$ cat src/hdl/s5hp_pkg.sv
package s5hp_pkg;

  localparam logic [1:0] OP_CLIENT   = 2'd0;
  localparam logic [1:0] OP_RESOLVED = 2'd1;
  localparam logic [1:0] OP_OUTCOME  = 2'd2;
  localparam logic [1:0] OP_RESTART  = 2'd3;

  localparam logic [1:0] KIND_REPLY = 2'd0;
  localparam logic [1:0] KIND_DEST  = 2'd1;
  localparam logic [1:0] KIND_RELAY = 2'd2;

  localparam logic [1:0] AK_IPV4   = 2'd0;
  localparam logic [1:0] AK_DOMAIN = 2'd1;
  localparam logic [1:0] AK_IPV6   = 2'd2;

  localparam logic [7:0] SOCKS_VER   = 8'h05;
  localparam logic [7:0] BYTE_ZERO   = 8'h00;
  localparam logic [7:0] NO_METHOD   = 8'hFF;
  localparam logic [7:0] CMD_CONNECT = 8'h01;
  localparam logic [7:0] ATYP_IPV4   = 8'h01;
  localparam logic [7:0] ATYP_DOMAIN = 8'h03;
  localparam logic [7:0] ATYP_IPV6   = 8'h04;
  localparam logic [7:0] REP_FAIL    = 8'h01;

  typedef enum logic [1:0] {
    JOB_NONE   = 2'd0,
    JOB_FAIL   = 2'd1,
    JOB_METHOD = 2'd2,
    JOB_OK     = 2'd3
  } job_e;

  // work for the back end: either a single byte or a reply burst
  typedef struct packed {
    logic       single;
    job_e       job;
    logic [1:0] kind;
    logic [7:0] data;
    logic [1:0] dest_type;
    logic       last;
    logic       bad;
    logic       v6;
    logic [15:0] port;
  } cmd_t;

  typedef struct packed {
    logic       we;
    logic [3:0] addr;
    logic [7:0] data;
  } wr_t;

endpackage

$ cat src/hdl/s5hp_front.sv
module s5hp_front
  import s5hp_pkg::*;
(
  input  logic       clk_i,
  input  logic       rst_ni,
  input  logic       valid_i,
  output logic       ready_o,
  input  logic [1:0] operation_i,
  input  logic [7:0] data_byte_i,
  input  logic       connect_ok_i,
  input  logic       resolved_is_ipv6_i,
  output logic       push_o,
  output cmd_t       cmd_o,
  input  logic       full_i,
  input  logic       ok_done_i,
  output wr_t        wr_o
);

  localparam logic [3:0] PH_GREET_VER = 4'd0;
  localparam logic [3:0] PH_GREET_NUM = 4'd1;
  localparam logic [3:0] PH_METHODS   = 4'd2;
  localparam logic [3:0] PH_REQ_VER   = 4'd3;
  localparam logic [3:0] PH_REQ_CMD   = 4'd4;
  localparam logic [3:0] PH_REQ_RSV   = 4'd5;
  localparam logic [3:0] PH_REQ_ATYP  = 4'd6;
  localparam logic [3:0] PH_NAME_LEN  = 4'd7;
  localparam logic [3:0] PH_ADDR      = 4'd8;
  localparam logic [3:0] PH_WAIT      = 4'd9;
  localparam logic [3:0] PH_RELAY     = 4'd10;
  localparam logic [3:0] PH_FAILED    = 4'd11;

  logic [3:0]  phase_q, phase_d;
  logic [8:0]  cnt_q, cnt_d;
  logic [7:0]  mtot_q, mtot_d;
  logic        noauth_q, noauth_d;
  logic [1:0]  ak_q, ak_d;
  logic [7:0]  nlen_q, nlen_d;
  logic [15:0] port_q, port_d;
  logic        okpend_q, okpend_d;
  logic        fire;
  logic [8:0]  cnt_inc, alen, total;

  // hold input while a success reply still reads the address store
  assign ready_o = !full_i && !okpend_q;
  assign fire    = valid_i && ready_o;
  assign cnt_inc = cnt_q + 9'd1;
  assign alen    = (ak_q == AK_IPV4) ? 9'd4 : ((ak_q == AK_IPV6) ? 9'd16 : {1'b0, nlen_q});
  assign total   = alen + 9'd2;

  always_comb begin
    phase_d  = phase_q;
    cnt_d    = cnt_q;
    mtot_d   = mtot_q;
    noauth_d = noauth_q;
    ak_d     = ak_q;
    nlen_d   = nlen_q;
    port_d   = port_q;
    okpend_d = okpend_q && !ok_done_i;
    push_o   = 1'b0;
    cmd_o    = '0;
    cmd_o.job = JOB_NONE;
    wr_o     = '0;
    if (fire) begin
      case (operation_i)
        OP_CLIENT: begin
          case (phase_q)
            PH_GREET_VER: begin
              if (data_byte_i != SOCKS_VER) begin
                push_o = 1'b1; cmd_o.job = JOB_FAIL; phase_d = PH_FAILED;
              end else phase_d = PH_GREET_NUM;
            end
            PH_GREET_NUM: begin
              mtot_d   = data_byte_i;
              cnt_d    = '0;
              noauth_d = 1'b0;
              if (data_byte_i == BYTE_ZERO) begin
                push_o = 1'b1; cmd_o.job = JOB_METHOD; cmd_o.bad = 1'b1;
                phase_d = PH_FAILED;
              end else phase_d = PH_METHODS;
            end
            PH_METHODS: begin
              noauth_d = noauth_q || (data_byte_i == BYTE_ZERO);
              cnt_d    = cnt_inc;
              if (cnt_inc >= {1'b0, mtot_q}) begin
                push_o = 1'b1; cmd_o.job = JOB_METHOD; cmd_o.bad = !noauth_d;
                phase_d = noauth_d ? PH_REQ_VER : PH_FAILED;
              end
            end
            PH_REQ_VER: begin
              if (data_byte_i != SOCKS_VER) begin
                push_o = 1'b1; cmd_o.job = JOB_FAIL; phase_d = PH_FAILED;
              end else phase_d = PH_REQ_CMD;
            end
            PH_REQ_CMD: begin
              if (data_byte_i != CMD_CONNECT) begin
                push_o = 1'b1; cmd_o.job = JOB_FAIL; phase_d = PH_FAILED;
              end else phase_d = PH_REQ_RSV;
            end
            PH_REQ_RSV: begin
              if (data_byte_i != BYTE_ZERO) begin
                push_o = 1'b1; cmd_o.job = JOB_FAIL; phase_d = PH_FAILED;
              end else phase_d = PH_REQ_ATYP;
            end
            PH_REQ_ATYP: begin
              cnt_d  = '0;
              port_d = '0;
              if (data_byte_i == ATYP_IPV4) begin
                ak_d = AK_IPV4; phase_d = PH_ADDR;
              end else if (data_byte_i == ATYP_DOMAIN) begin
                ak_d = AK_DOMAIN; phase_d = PH_NAME_LEN;
              end else if (data_byte_i == ATYP_IPV6) begin
                ak_d = AK_IPV6; phase_d = PH_ADDR;
              end else begin
                push_o = 1'b1; cmd_o.job = JOB_FAIL; phase_d = PH_FAILED;
              end
            end
            PH_NAME_LEN: begin
              nlen_d  = data_byte_i;
              cnt_d   = '0;
              phase_d = PH_ADDR;
            end
            PH_ADDR: begin
              if (cnt_q < alen) begin
                wr_o.we   = (ak_q != AK_DOMAIN);
                wr_o.addr = cnt_q[3:0];
                wr_o.data = data_byte_i;
              end else begin
                port_d = {port_q[7:0], data_byte_i};
              end
              cnt_d = cnt_inc;
              push_o = 1'b1;
              cmd_o.single    = 1'b1;
              cmd_o.kind      = KIND_DEST;
              cmd_o.data      = data_byte_i;
              cmd_o.dest_type = ak_q;
              cmd_o.last      = (cnt_inc >= total);
              if (cnt_inc >= total) begin
                phase_d = PH_WAIT; cnt_d = '0;
              end
            end
            PH_RELAY: begin
              push_o = 1'b1;
              cmd_o.single    = 1'b1;
              cmd_o.kind      = KIND_RELAY;
              cmd_o.data      = data_byte_i;
              cmd_o.dest_type = ak_q;
            end
            default: ;
          endcase
        end
        OP_RESOLVED: begin
          if (phase_q == PH_WAIT) begin
            wr_o.we   = 1'b1;
            wr_o.addr = cnt_q[3:0];
            wr_o.data = data_byte_i;
            cnt_d     = cnt_inc;
          end
        end
        OP_OUTCOME: begin
          if (phase_q == PH_WAIT) begin
            push_o = 1'b1;
            if (!connect_ok_i) begin
              cmd_o.job = JOB_FAIL; phase_d = PH_FAILED;
            end else begin
              cmd_o.job = JOB_OK;
              cmd_o.v6  = (ak_q == AK_DOMAIN) ? resolved_is_ipv6_i : (ak_q == AK_IPV6);
              phase_d   = PH_RELAY;
              okpend_d  = 1'b1;
            end
          end
        end
        default: begin
          phase_d  = PH_GREET_VER;
          cnt_d    = '0;
          mtot_d   = '0;
          noauth_d = 1'b0;
          ak_d     = AK_IPV4;
          nlen_d   = '0;
          port_d   = '0;
        end
      endcase
    end
    cmd_o.dest_type = ak_q;
    cmd_o.port      = port_q;
  end

  always_ff @(posedge clk_i or negedge rst_ni) begin
    if (!rst_ni) begin
      phase_q  <= PH_GREET_VER;
      cnt_q    <= '0;
      mtot_q   <= '0;
      noauth_q <= 1'b0;
      ak_q     <= AK_IPV4;
      nlen_q   <= '0;
      port_q   <= '0;
      okpend_q <= 1'b0;
    end else begin
      phase_q  <= phase_d;
      cnt_q    <= cnt_d;
      mtot_q   <= mtot_d;
      noauth_q <= noauth_d;
      ak_q     <= ak_d;
      nlen_q   <= nlen_d;
      port_q   <= port_d;
      okpend_q <= okpend_d;
    end
  end

endmodule

$ cat src/hdl/s5hp_queue.sv
module s5hp_queue
  import s5hp_pkg::*;
(
  input  logic clk_i,
  input  logic rst_ni,
  input  logic push_i,
  input  cmd_t cmd_i,
  output logic full_o,
  output logic valid_o,
  output cmd_t cmd_o,
  input  logic pop_i
);

  localparam int Depth = 4;

  cmd_t       mem_q [Depth];
  logic [1:0] wp_q, rp_q;
  logic [2:0] cnt_q;
  logic       do_push, do_pop;

  assign full_o  = (cnt_q == 3'(Depth));
  assign valid_o = (cnt_q != 3'd0);
  assign cmd_o   = mem_q[rp_q];
  assign do_push = push_i && !full_o;
  assign do_pop  = pop_i && valid_o;

  always_ff @(posedge clk_i) begin
    if (do_push) mem_q[wp_q] <= cmd_i;
  end

  always_ff @(posedge clk_i or negedge rst_ni) begin
    if (!rst_ni) begin
      wp_q  <= '0;
      rp_q  <= '0;
      cnt_q <= '0;
    end else begin
      if (do_push) wp_q <= wp_q + 2'd1;
      if (do_pop) rp_q <= rp_q + 2'd1;
      cnt_q <= cnt_q + 3'(do_push) - 3'(do_pop);
    end
  end

endmodule

$ cat src/hdl/s5hp_back.sv
module s5hp_back
  import s5hp_pkg::*;
(
  input  logic       clk_i,
  input  logic       rst_ni,
  input  logic       valid_i,
  input  cmd_t       cmd_i,
  output logic       pop_o,
  input  wr_t        wr_i,
  output logic       m_valid_o,
  input  logic       m_ready_i,
  output logic [1:0] kind_o,
  output logic [7:0] byte_o,
  output logic [1:0] dest_type_o,
  output logic       failed_o,
  output logic       last_o
);

  logic [7:0]  store_q [16];
  logic [4:0]  idx_q, idx_d;
  logic [4:0]  len;
  logic        ovalid_q;
  logic [1:0]  okind_q;
  logic [7:0]  obyte_q, obyte_d;
  logic [1:0]  otype_q;
  logic        ofail_q, ofail_d, olast_q, olast_d;
  logic        take;
  logic [4:0]  alen;

  always_ff @(posedge clk_i) begin
    if (wr_i.we) store_q[wr_i.addr] <= wr_i.data;
  end

  assign take  = !ovalid_q || m_ready_i;
  assign alen  = cmd_i.v6 ? 5'd16 : 5'd4;
  assign len   = cmd_i.single ? 5'd1 :
                 (cmd_i.job == JOB_METHOD) ? 5'd2 :
                 (cmd_i.job == JOB_FAIL) ? 5'd10 : alen + 5'd6;
  assign pop_o = valid_i && take && (idx_q + 5'd1 == len);
  assign idx_d = !(valid_i && take) ? idx_q : (pop_o ? 5'd0 : idx_q + 5'd1);

  always_comb begin
    obyte_d = BYTE_ZERO;
    ofail_d = 1'b0;
    olast_d = (idx_q + 5'd1 == len);
    if (cmd_i.single) begin
      obyte_d = cmd_i.data;
      olast_d = cmd_i.last;
    end else begin
      case (cmd_i.job)
        JOB_METHOD: begin
          ofail_d = cmd_i.bad;
          obyte_d = (idx_q == 5'd0) ? SOCKS_VER : (cmd_i.bad ? NO_METHOD : BYTE_ZERO);
        end
        JOB_FAIL: begin
          ofail_d = 1'b1;
          case (idx_q)
            5'd0, 5'd1: obyte_d = SOCKS_VER;
            5'd3:       obyte_d = REP_FAIL;
            default:    obyte_d = BYTE_ZERO;
          endcase
        end
        JOB_OK: begin
          if (idx_q == 5'd0) obyte_d = SOCKS_VER;
          else if (idx_q == 5'd3) obyte_d = cmd_i.v6 ? ATYP_IPV6 : ATYP_IPV4;
          else if (idx_q < 5'd3) obyte_d = BYTE_ZERO;
          else if (idx_q < alen + 5'd4) obyte_d = store_q[4'(idx_q - 5'd4)];
          else if (idx_q == alen + 5'd4) obyte_d = cmd_i.port[15:8];
          else obyte_d = cmd_i.port[7:0];
        end
        default: ;
      endcase
    end
  end

  always_ff @(posedge clk_i or negedge rst_ni) begin
    if (!rst_ni) begin
      idx_q    <= '0;
      ovalid_q <= 1'b0;
    end else begin
      idx_q <= idx_d;
      if (take) ovalid_q <= valid_i;
    end
  end

  always_ff @(posedge clk_i) begin
    if (take && valid_i) begin
      okind_q <= cmd_i.single ? cmd_i.kind : KIND_REPLY;
      obyte_q <= obyte_d;
      otype_q <= cmd_i.dest_type;
      ofail_q <= ofail_d;
      olast_q <= olast_d;
    end
  end

  assign m_valid_o   = ovalid_q;
  assign kind_o      = okind_q;
  assign byte_o      = obyte_q;
  assign dest_type_o = otype_q;
  assign failed_o    = ofail_q;
  assign last_o      = olast_q;

endmodule

$ cat src/hdl/socks5_handshake_parser.sv
// SOCKS5 client-side handshake parser. Takes one input transfer per cycle and
// classifies it in the front end; client bytes that only advance the parse
// produce nothing, destination and relay bytes produce one output transfer,
// and replies are bursts of 2, 10 or 22 output transfers generated by the
// back end, one byte per cycle unless the output stalls, reading the 16-entry
// address store. A 4-entry command queue decouples the two, so input stalls
// when that queue is full, and also from an accepted successful connect
// outcome until the back end has taken the last byte of its success reply,
// so that the stored address it reads cannot be overwritten first. Stored
// address bytes are valid only once written in the session.
module socks5_handshake_parser
  import s5hp_pkg::*;
(
  input  logic        clk_i,
  input  logic        rst_ni,
  input  logic        s_axis_tvalid,
  output logic        s_axis_tready,
  input  logic [15:0] s_axis_tdata,  // data_byte[7:0], connect_ok[8], resolved_is_ipv6[9]
  input  logic [1:0]  s_axis_tuser,  // operation[1:0]
  output logic        m_axis_tvalid,
  input  logic        m_axis_tready,
  output logic [15:0] m_axis_tdata,  // out_byte[7:0], dest_type[9:8], session_failed[10]
  output logic [1:0]  m_axis_tuser,  // kind[1:0]
  output logic        m_axis_tlast
);

  cmd_t fq_cmd, qb_cmd;
  wr_t  wr;
  logic push, full, qvalid, pop;
  logic ok_done;
  logic [7:0] ob;
  logic [1:0] dt;
  logic       fl;

  assign ok_done = pop && !qb_cmd.single && (qb_cmd.job == JOB_OK);

  s5hp_front u_front (
    .clk_i, .rst_ni,
    .valid_i(s_axis_tvalid), .ready_o(s_axis_tready),
    .operation_i(s_axis_tuser), .data_byte_i(s_axis_tdata[7:0]),
    .connect_ok_i(s_axis_tdata[8]), .resolved_is_ipv6_i(s_axis_tdata[9]),
    .push_o(push), .cmd_o(fq_cmd), .full_i(full), .ok_done_i(ok_done), .wr_o(wr)
  );

  s5hp_queue u_queue (
    .clk_i, .rst_ni,
    .push_i(push), .cmd_i(fq_cmd), .full_o(full),
    .valid_o(qvalid), .cmd_o(qb_cmd), .pop_i(pop)
  );

  s5hp_back u_back (
    .clk_i, .rst_ni,
    .valid_i(qvalid), .cmd_i(qb_cmd), .pop_o(pop), .wr_i(wr),
    .m_valid_o(m_axis_tvalid), .m_ready_i(m_axis_tready),
    .kind_o(m_axis_tuser), .byte_o(ob), .dest_type_o(dt),
    .failed_o(fl), .last_o(m_axis_tlast)
  );

  assign m_axis_tdata = {5'd0, fl, dt, ob};

endmodule

$ cat config.mk
export PLATFORM = sky130hd
export DESIGN_NAME = socks5_handshake_parser
export DESIGN_NICKNAME = d
export VERILOG_FILES = /design/src/hdl/s5hp_pkg.sv /design/src/hdl/s5hp_front.sv /design/src/hdl/s5hp_queue.sv /design/src/hdl/s5hp_back.sv /design/src/hdl/socks5_handshake_parser.sv
export SDC_FILE = /design/constraint.sdc
export NUM_CORES = 1
export LEC_CHECK = 0
export ABC_CLOCK_PERIOD_IN_PS = 5940
export BUFFER_PORTS_ARGS = -buffer_cell sky130_fd_sc_hd__buf_2
export CAP_MARGIN = 20
export CORE_MARGIN = 5
export CORE_UTILIZATION = 30
export CTS_CLUSTER_DIAMETER = 100
export DETAILED_ROUTE_END_ITERATION = 6
export GPL_ROUTABILITY_DRIVEN = 0
export SLEW_MARGIN = 20
export SYNTH_ARGS = -nofsm -noshare
export SYNTH_HDL_FRONTEND = slang
export SYNTH_SLANG_ARGS = --single-unit
$ cat constraint.sdc
create_clock -name clk_i -period 5.94 [get_ports clk_i]
set_clock_uncertainty 0.1 [all_clocks]
set_input_delay 0.297 -clock clk_i [delete_from_list [all_inputs] [get_ports clk_i]]
set_output_delay 0.297 -clock clk_i [all_outputs]
set_load 0.1 [all_outputs]
==> results of run 1 <==
## worst max-delay path: stages, from the launching register on
cell and delay [ns]:
dfrtp_1 0.66, ha_1 0.33, and3_1 0.25, nand3_1 0.14, xnor2_1 0.30, ha_1 0.31, a211oi_1 0.24, o221ai_1 0.15
a311o_1 0.43, a21o_1 0.23, o31a_2 0.47, and2_2 0.54
## logic make-up (layout without fill, tap and decap cells)
logic type | after synthesis | count (layout) | share of synthesized area [%]
compound gates | 173 | 173 | 7.09
mux | 99 | 99 | 12.3
other cells | 1 | 5 | 0.0241
flops | 340 | 340 | 63.5
buf+inv | 93 | 153 | 2.50
simple gates | 289 | 289 | 9.52
fa+ha+maj | 49 | 49 | 3.98
xor+xnor | 20 | 20 | 1.12
## sequential cells by signal, summed over array words and instances (netlist names), 3 cells and up
signal,count
u_front.nlen_q,8
u_front.port_q,16
u_back.byte_o,8
u_front.mtot_q,8
u_back.store_q,128
u_queue.mem_q,136
u_queue.cnt_q,3
u_front.phase_q,4
u_back.idx_q,5
u_front.cnt_q,9
## how the worst min path moves through the flow
| stage | start | slack, ns | depth (start not counted) | to |
|---|---|---|---|---|
| after global routing | s_axis_tdata[4] | 0.10 | 3 | u_front.nlen_q[4]$_DFFE_PN0P_ |
| after floorplan | rst_ni | -0.1 | 0 | u_back.idx_q[0]$_DFFE_PN0P_ |
| after global placement | u_front.nlen_q[0]$_DFFE_PN0P_ | 0.36 | 2 | u_front.nlen_q[0]$_DFFE_PN0P_ |
| after detailed placement | u_queue.cnt_q[0]$_DFF_PN0_ | 0.37 | 2 | u_back.m_valid_o$_DFFE_PN0N_ |
| after CTS | s_axis_tdata[7] | 0.08 | 3 | u_front.nlen_q[7]$_DFFE_PN0P_ |
| final | s_axis_tdata[4] | 0.11 | 3 | u_front.nlen_q[4]$_DFFE_PN0P_ |
## placed cells by master (no fill, tap or decap), types with 4 or more instances in the layout
master     count
buf_4         16
nor2b_1       12
clkinv_2       4
and2_1        12
xnor2_1       12
or3_1          5
edfxtp_1     278
nor3_2         7
nor4_1         7
and3_1        14
mux2i_1       11
ha_1          48
o21bai_1       5
nand4_1        9
clkinv_1       7
o2bb2ai_1      8
o21ai_0       59
a211oi_1       6
conb_1         5
a22o_1         9
mux4_2        72
a21o_1         7
and2_2         4
o21a_1         4
nand3_1       30
nor2_1        45
xor2_1         8
nor3_1        14
mux2_2        15
a21oi_1       38
nand2_1       93
clkbuf_1      10
buf_2         31
dfrtp_1       60
clkbuf_16     39
a31oi_1        7
nor4_2         4
inv_1         34
nand2b_1      13
## power groups by stage
stage	Sequential, W	Combinational (W)	Clock, W
after global placement	0.00312	0.00250	0
after CTS	0.00308	0.00254	0.00232
final	0.00307	0.00251	0.00228
after global routing	0.00311	0.00275	0.00242
after detailed placement	0.00313	0.00253	0
after floorplan	0.00327	0.00173	0
## metal layers
metal,vias up,GRT usage [%],wire [um]
li1,4171,-,-
met5,-,0,0
met4,0,3.01,707
met3,59,2.94,2240
met2,260,19.5,16400
met1,4657,18.0,16500
## metrics by stage
| step | total power (W) | std cells | worst slack (ns) | hold WS [ns] | util, % |
|---|---|---|---|---|---|
| detailed placement | 0.00565 | 1737 | 1.34 | 0.374 | 32.1 |
| global route | 0.00828 | 1808 | 1.07 | 0.105 | 34.6 |
| global placement | 0.00561 | 1737 | 1.36 | 0.364 | 32.1 |
| floorplan | 0.00500 | 1068 | 1.34 | -0.0986 | - |
| CTS | 0.00794 | 1808 | 1.31 | 0.0813 | 34.5 |
| finish | 0.00786 | 1808 | 1.37 | 0.105 | 34.6 |
## cell type report
type	instances	area (sq um)
Fill cell	4923	33600
Sequential cell	340	9900
Multi-Input combinational cell	635	5370
Clock buffer	51	1040
Tap cell	680	851
Timing Repair Buffer	49	295
Clock inverter	18	174
Inverter	35	131
==> run_results.csv, run 1 <==
group,metric,value,unit
status,status,"finished, final reports clean",
cells_and_area,layout.nets,1170,
drt,ant_nets,0,
clock_tree,cts_tree,"done",
placed_design,placed_area,0.0165,sq mm
cells_and_area,drive_gt1_share,19.2,%
cells_and_area,num_antenna_cells,0,
cells_and_area,area_delta_synth_final,13.9,%
floorplan,rows,83,
timing,max_slew_margin,26.6,%
logic_synthesis,yosysTopAreaCellShare,53.5,%
clock_tree,path_clk_slew,0.06,ns
logic_synthesis,synth_top_flop_cell,"edfxtp_1",
clock_tree,cts_max_level,2,
power_and_ir_drop,vdd_drop_max,0.000220,V
logic_synthesis,synth_common_cells,"edfxtp_1, nand2_1, mux4_2",
timing,period_needed,4.57,ns
power_and_ir_drop,p_seq_share,39.1,%
drt,wl_per_cell,19.8,um
worst_setup_path,cp-start-kind,"flip-flop",
drt,firstDrtPassIters,6,
logic_synthesis,yosysMostFrequentCell,"edfxtp_1",
placed_design,hpwl,24100,um
clock_tree,holdBufCountCts,2,
worst_setup_path,crit_start,"u_front.cnt_q[0]$_DFFE_PN0P_",
flow_run,cap_violations,0,
timing,slew_violations,0,
global_route,grtUsageTotal,12.6,%
floorplan,floorplan.initialDensity,30.3,%
worst_setup_path,r2r-end,"u_queue.mem_q[2][22]$_DFFE_PP_",
global_route,grt_max_degree,63,
global_route,antenna_found_initial,0,
clock_tree,clk_latency,0.53,ns
logic_synthesis,yosysUniqueCellTypes,75,
clock_tree,cts_buffers,38,
worst_setup_path,cp.arrival,4.60,ns
logic_synthesis,synth-async-reset-ratio,18.2,%
timing,max_clock_freq,0.219,GHz
worst_setup_path,cp_max_fo,34,
worst_setup_path,required,5.97,ns
logic_synthesis,yosysTopAreaCell,"edfxtp_1",
floorplan,pin_count,43,
timing,worstMarginPinSlew,1.10,ns
power_and_ir_drop,p_comb_share,32.0,%
logic_synthesis,ys_seq_area_share,63.5,%
global_route,grt_pass1_wl,55400,um
floorplan,die_area,0.0566,sq mm
drt,routed_wl,35900,um
logic_synthesis,synthTopCellsByArea,"edfxtp_1, mux4_2, dfrtp_1",
clock_tree,post_cts_resized,0,
power_and_ir_drop,p_switching,0.00274,W
power_and_ir_drop,leakagePower,6.21,nW
worst_setup_path,reg2reg_from,"u_front.cnt_q[0]$_DFFE_PN0P_",
timing,rsz0062_at_grt,"no",
clock_tree,cts_root_buf,"clkbuf_16",
worst_setup_path,path_class,"reg -> reg",
global_route,grt_pass1_vias,9200,
worst_setup_path,reg2reg_depth,11,
worst_setup_path,crit_path_end,"u_queue.mem_q[2][22]$_DFFE_PP_",
clock_tree,post_cts_buffers,0,
logic_synthesis,syn_area,0.0156,sq mm
floorplan,core_area,0.0514,sq mm
logic_synthesis,syn_inst,1064,
clock_tree,clock-sinks,340,
placed_design,io_buffers,31,
power_and_ir_drop,internal_power,0.00512,W
logic_synthesis,synth_seq_cells,340,
timing,finalSetupTns,0,ns
drt,drc_errors,0,
timing,setup_viol,0,
logic_synthesis,syn-mean-instance-area,14.7,sq um
clock_tree,clk_path_buf_depth,3,
worst_setup_path,critPathCaptureType,"flip-flop",
drt,vias_per_cell,5.06,
timing,fin_crit_sh,76.9,%
min_path,hold_class,"in -> reg",
cells_and_area,final_cell_area,0.0178,sq mm
drt,drt_iter0_drc,932,
power_and_ir_drop,powerDensity,442,mW/mm^2
drt,vias,9147,
floorplan,fp.dieH,238,um
power_and_ir_drop,clockPowerShare,29.0,%
logic_synthesis,synth_edf_count,278,
global_route,overflow,0,
floorplan,chipWidth,238,um
worst_setup_path,reg2reg_slack,1.37,ns
logic_synthesis,ys_warn_count,0,
timing,final-hold-violation-count,0,
power_and_ir_drop,p_sw_share,34.8,%
(Power assumes the default switching activity.)
==> run 2: changes to the inputs <==
--- a/config.mk
+++ b/config.mk
@@ -5,7 +5,7 @@
 export SDC_FILE = /design/constraint.sdc
 export NUM_CORES = 1
 export LEC_CHECK = 0
-export ABC_CLOCK_PERIOD_IN_PS = 5940
+export ABC_CLOCK_PERIOD_IN_PS = 4180
 export BUFFER_PORTS_ARGS = -buffer_cell sky130_fd_sc_hd__buf_2
 export CAP_MARGIN = 20
 export CORE_MARGIN = 5
==> constraint.sdc (replaced) <==
create_clock -name clk_i -period 4.18 [get_ports clk_i]
set_clock_uncertainty 0.1 [all_clocks]
set_input_delay 0.209 -clock clk_i [delete_from_list [all_inputs] [get_ports clk_i]]
set_output_delay 0.209 -clock clk_i [all_outputs]
set_load 0.1 [all_outputs]
==> run 2 against run 1 <==
Effect of this change: hold slack got worse by 0.074 ns; final area grew 2.8%; final cell count is 2.5% higher; critical endpoint is now u_queue.cnt_q[2]$_DFF_PN0_; sequential share of layout area decreased by 1.5 points; critical path depth up 2; first-iteration DRC count fell by 26%; routed wire length increased by 3.9%; register-to-register slack worse by 1.2 ns.
==> run_results.csv, run 2 (synthesized netlist as in run 1, its figures left out) <==
group,metric,value,unit
min_path,hold_class,"in -> reg",
timing,setup_viol,0,
worst_setup_path,cp.arrival,4.29,ns
power_and_ir_drop,vdd_drop_max,0.000286,V
worst_setup_path,critPathMaxStageDelay,0.44,ns
timing,period_needed,3.97,ns
drt,met2RoutedLength,17000,um
drt,drt_iter0_drc,693,
global_route,grt_pass1_wl,56900,um
worst_setup_path,cp_slowest_cell,"o31a_2",
global_route,grtUsageTotal,12.9,%
cells_and_area,num_antenna_cells,0,
floorplan,rows,83,
worst_setup_path,crit_chain,"ha_1, and3_1, nand3_1, xnor2_2, ha_1, a211oi_2, o221ai_1, a311o_1, a21o_1, o31a_2, ha_1, fa_1, xnor2_1",
worst_setup_path,cp_max_fo,7,
drt,drc_errors,0,
timing,final-hold-violation-count,0,
cells_and_area,area_delta_synth_final,17.1,%
drt,routed_wl,37200,um
cells_and_area,regMostFlops,"u_queue.mem_q",
cells_and_area,final_common_cell,"edfxtp_1",
drt,vias_per_cell,5.04,
clock_tree,path_clk_slew,0.06,ns
floorplan,fp.dieH,238,um
power_and_ir_drop,powerDensity,645,mW/mm^2
floorplan,pin_count,43,
global_route,antenna_found_initial,0,
worst_setup_path,required,4.50,ns
floorplan,core_area,0.0514,sq mm
timing,fin_crit_sh,94.9,%
power_and_ir_drop,leakagePower,6.45,nW
placed_design,io_buffers,31,
clock_tree,cts_tree,"done",
drt,ant_nets,0,
timing,hold_slack,0.0311,ns
cells_and_area,drive_gt1_share,22.7,%
power_and_ir_drop,finalPower,0.0118,W
worst_setup_path,path_class,"reg -> reg",
drt,met1_length,16900,um
timing,rsz0062_at_grt,"no",
status,status,"finished, final reports clean",
timing,max_slew_margin,46.4,%
global_route,grt_pass1_vias,9202,
cells_and_area,layout.nets,1213,
cells_and_area,top_regs,"u_queue.mem_q (136), u_back.store_q (128), u_front.port_q (16)",
worst_setup_path,crit_path_frequent_cell,"ha_1",
drt,met3_length,2460,um
global_route,grt_max_degree,55,
clock_tree,clock-sinks,340,
flow_run,cap_violations,0,
clock_tree,cts_root_buf,"clkbuf_16",
clock_tree,cts_buffers,39,
floorplan,chipWidth,238,um
timing,max_clock_freq,0.252,GHz
worst_setup_path,critPathCaptureType,"flip-flop",
floorplan,die_area,0.0566,sq mm
clock_tree,clk_latency,0.55,ns
drt,firstDrtPassIters,7,
floorplan,floorplan.initialDensity,30.3,%
timing,worstMarginPinSlew,0.797,ns
drt,wl_per_cell,20.1,um
clock_tree,cts_max_level,2,
timing,finalSetupTns,0,ns
cells_and_area,final_cell_mix,"edfxtp_1, nand2_1, mux4_2",
clock_tree,post_cts_buffers,0,
worst_setup_path,cp-start-kind,"flip-flop",
timing,slew_violations,0,
clock_tree,clk_path_buf_depth,3,
placed_design,hpwl,25000,um
cells_and_area,largest_reg_flops,136,
drt,top_layer,"met4",
global_route,overflow,0,
drt,vias,9346,
## run 2: changes by cell type in the layout (fill, tap and decap cells not counted), sizes merged
cell and delta:
clkinvlp +2, clkinv +4, buf +41, dlygate4sd3 +1
clkbuf -8, inv +2, bufinv +3
## run 2: worst paths after layout
| kind | start | endpoint | slack, ns | depth (start not counted) |
|---|---|---|---|---|
| min in group asynchronous | rst_ni | u_front.mtot_q[6]$_DFFE_PN0P_ | 0.30 | 3 |
| hold / removal | s_axis_tdata[4] | u_front.mtot_q[4]$_DFFE_PN0P_ | 0.03 | 3 |
| hold reg to reg | u_front.nlen_q[0]$_DFFE_PN0P_ | u_front.nlen_q[0]$_DFFE_PN0P_ | 0.38 | 2 |
| max in group asynchronous | rst_ni | u_back.idx_q[0]$_DFFE_PN0P_ | 3.07 | 3 |
| setup reg to reg | u_front.cnt_q[0]$_DFFE_PN0P_ | u_queue.cnt_q[2]$_DFF_PN0_ | 0.21 | 13 |
| setup / recovery | u_front.cnt_q[0]$_DFFE_PN0P_ | u_queue.cnt_q[2]$_DFF_PN0_ | 0.21 | 13 |
## run 2: cell type report
type,instances,area [sq um]
clock buffers,43,1010
clock inverters,29,343
fillers,4871,33100
inverters,35,131
multi-input cells,635,5360
flip-flops and latches,340,9900
well taps,680,851
repair buffers,91,663
## run 2: worst max-delay path: cells and delay by family (launching register included)
family                     cells  cell delay, ns
xor gates and xnor gates       2            0.34
AOI/OAI and AO/OA              5            1.46
DFF                            1            0.34
and+or+nand+nor                2            0.43
adders and majority gates      4            1.18
## run 2: through the flow
step                util, %  area (sq um)  instances  setup WS, ns
floorplan                 -         15600       1068       -0.0717
global placement       32.8         16900       1778         0.246
detailed placement     32.8         16900       1778         0.232
CTS                    35.5         18200       1853         0.188
global route           35.5         18300       1853        0.0480
finish                 35.5         18300       1853         0.214
## run 2: layer usage
layer	vias up	global-route usage (%)
met1	4707	18.8
met5	-	0
met3	64	2.54
met4	0	3.25
met2	303	20.2
li1	4272	-
## run 2: timing repair
action | CTS | global route
resized for setup | 0 | 2
hold buffers | 3 | 0
endpoints found under the hold margin | 17 | 0
endpoints found under the setup margin | 0 | 1
## run 2: power by group
part | internal [W] | switching, W | leakage, nW | total (W)
clock | 0.00215 | 0.00140 | 0.647 | 0.00355
combinational | 0.00149 | 0.00251 | 2.51 | 0.00400
sequential | 0.00399 | 0.000243 | 3.30 | 0.00424
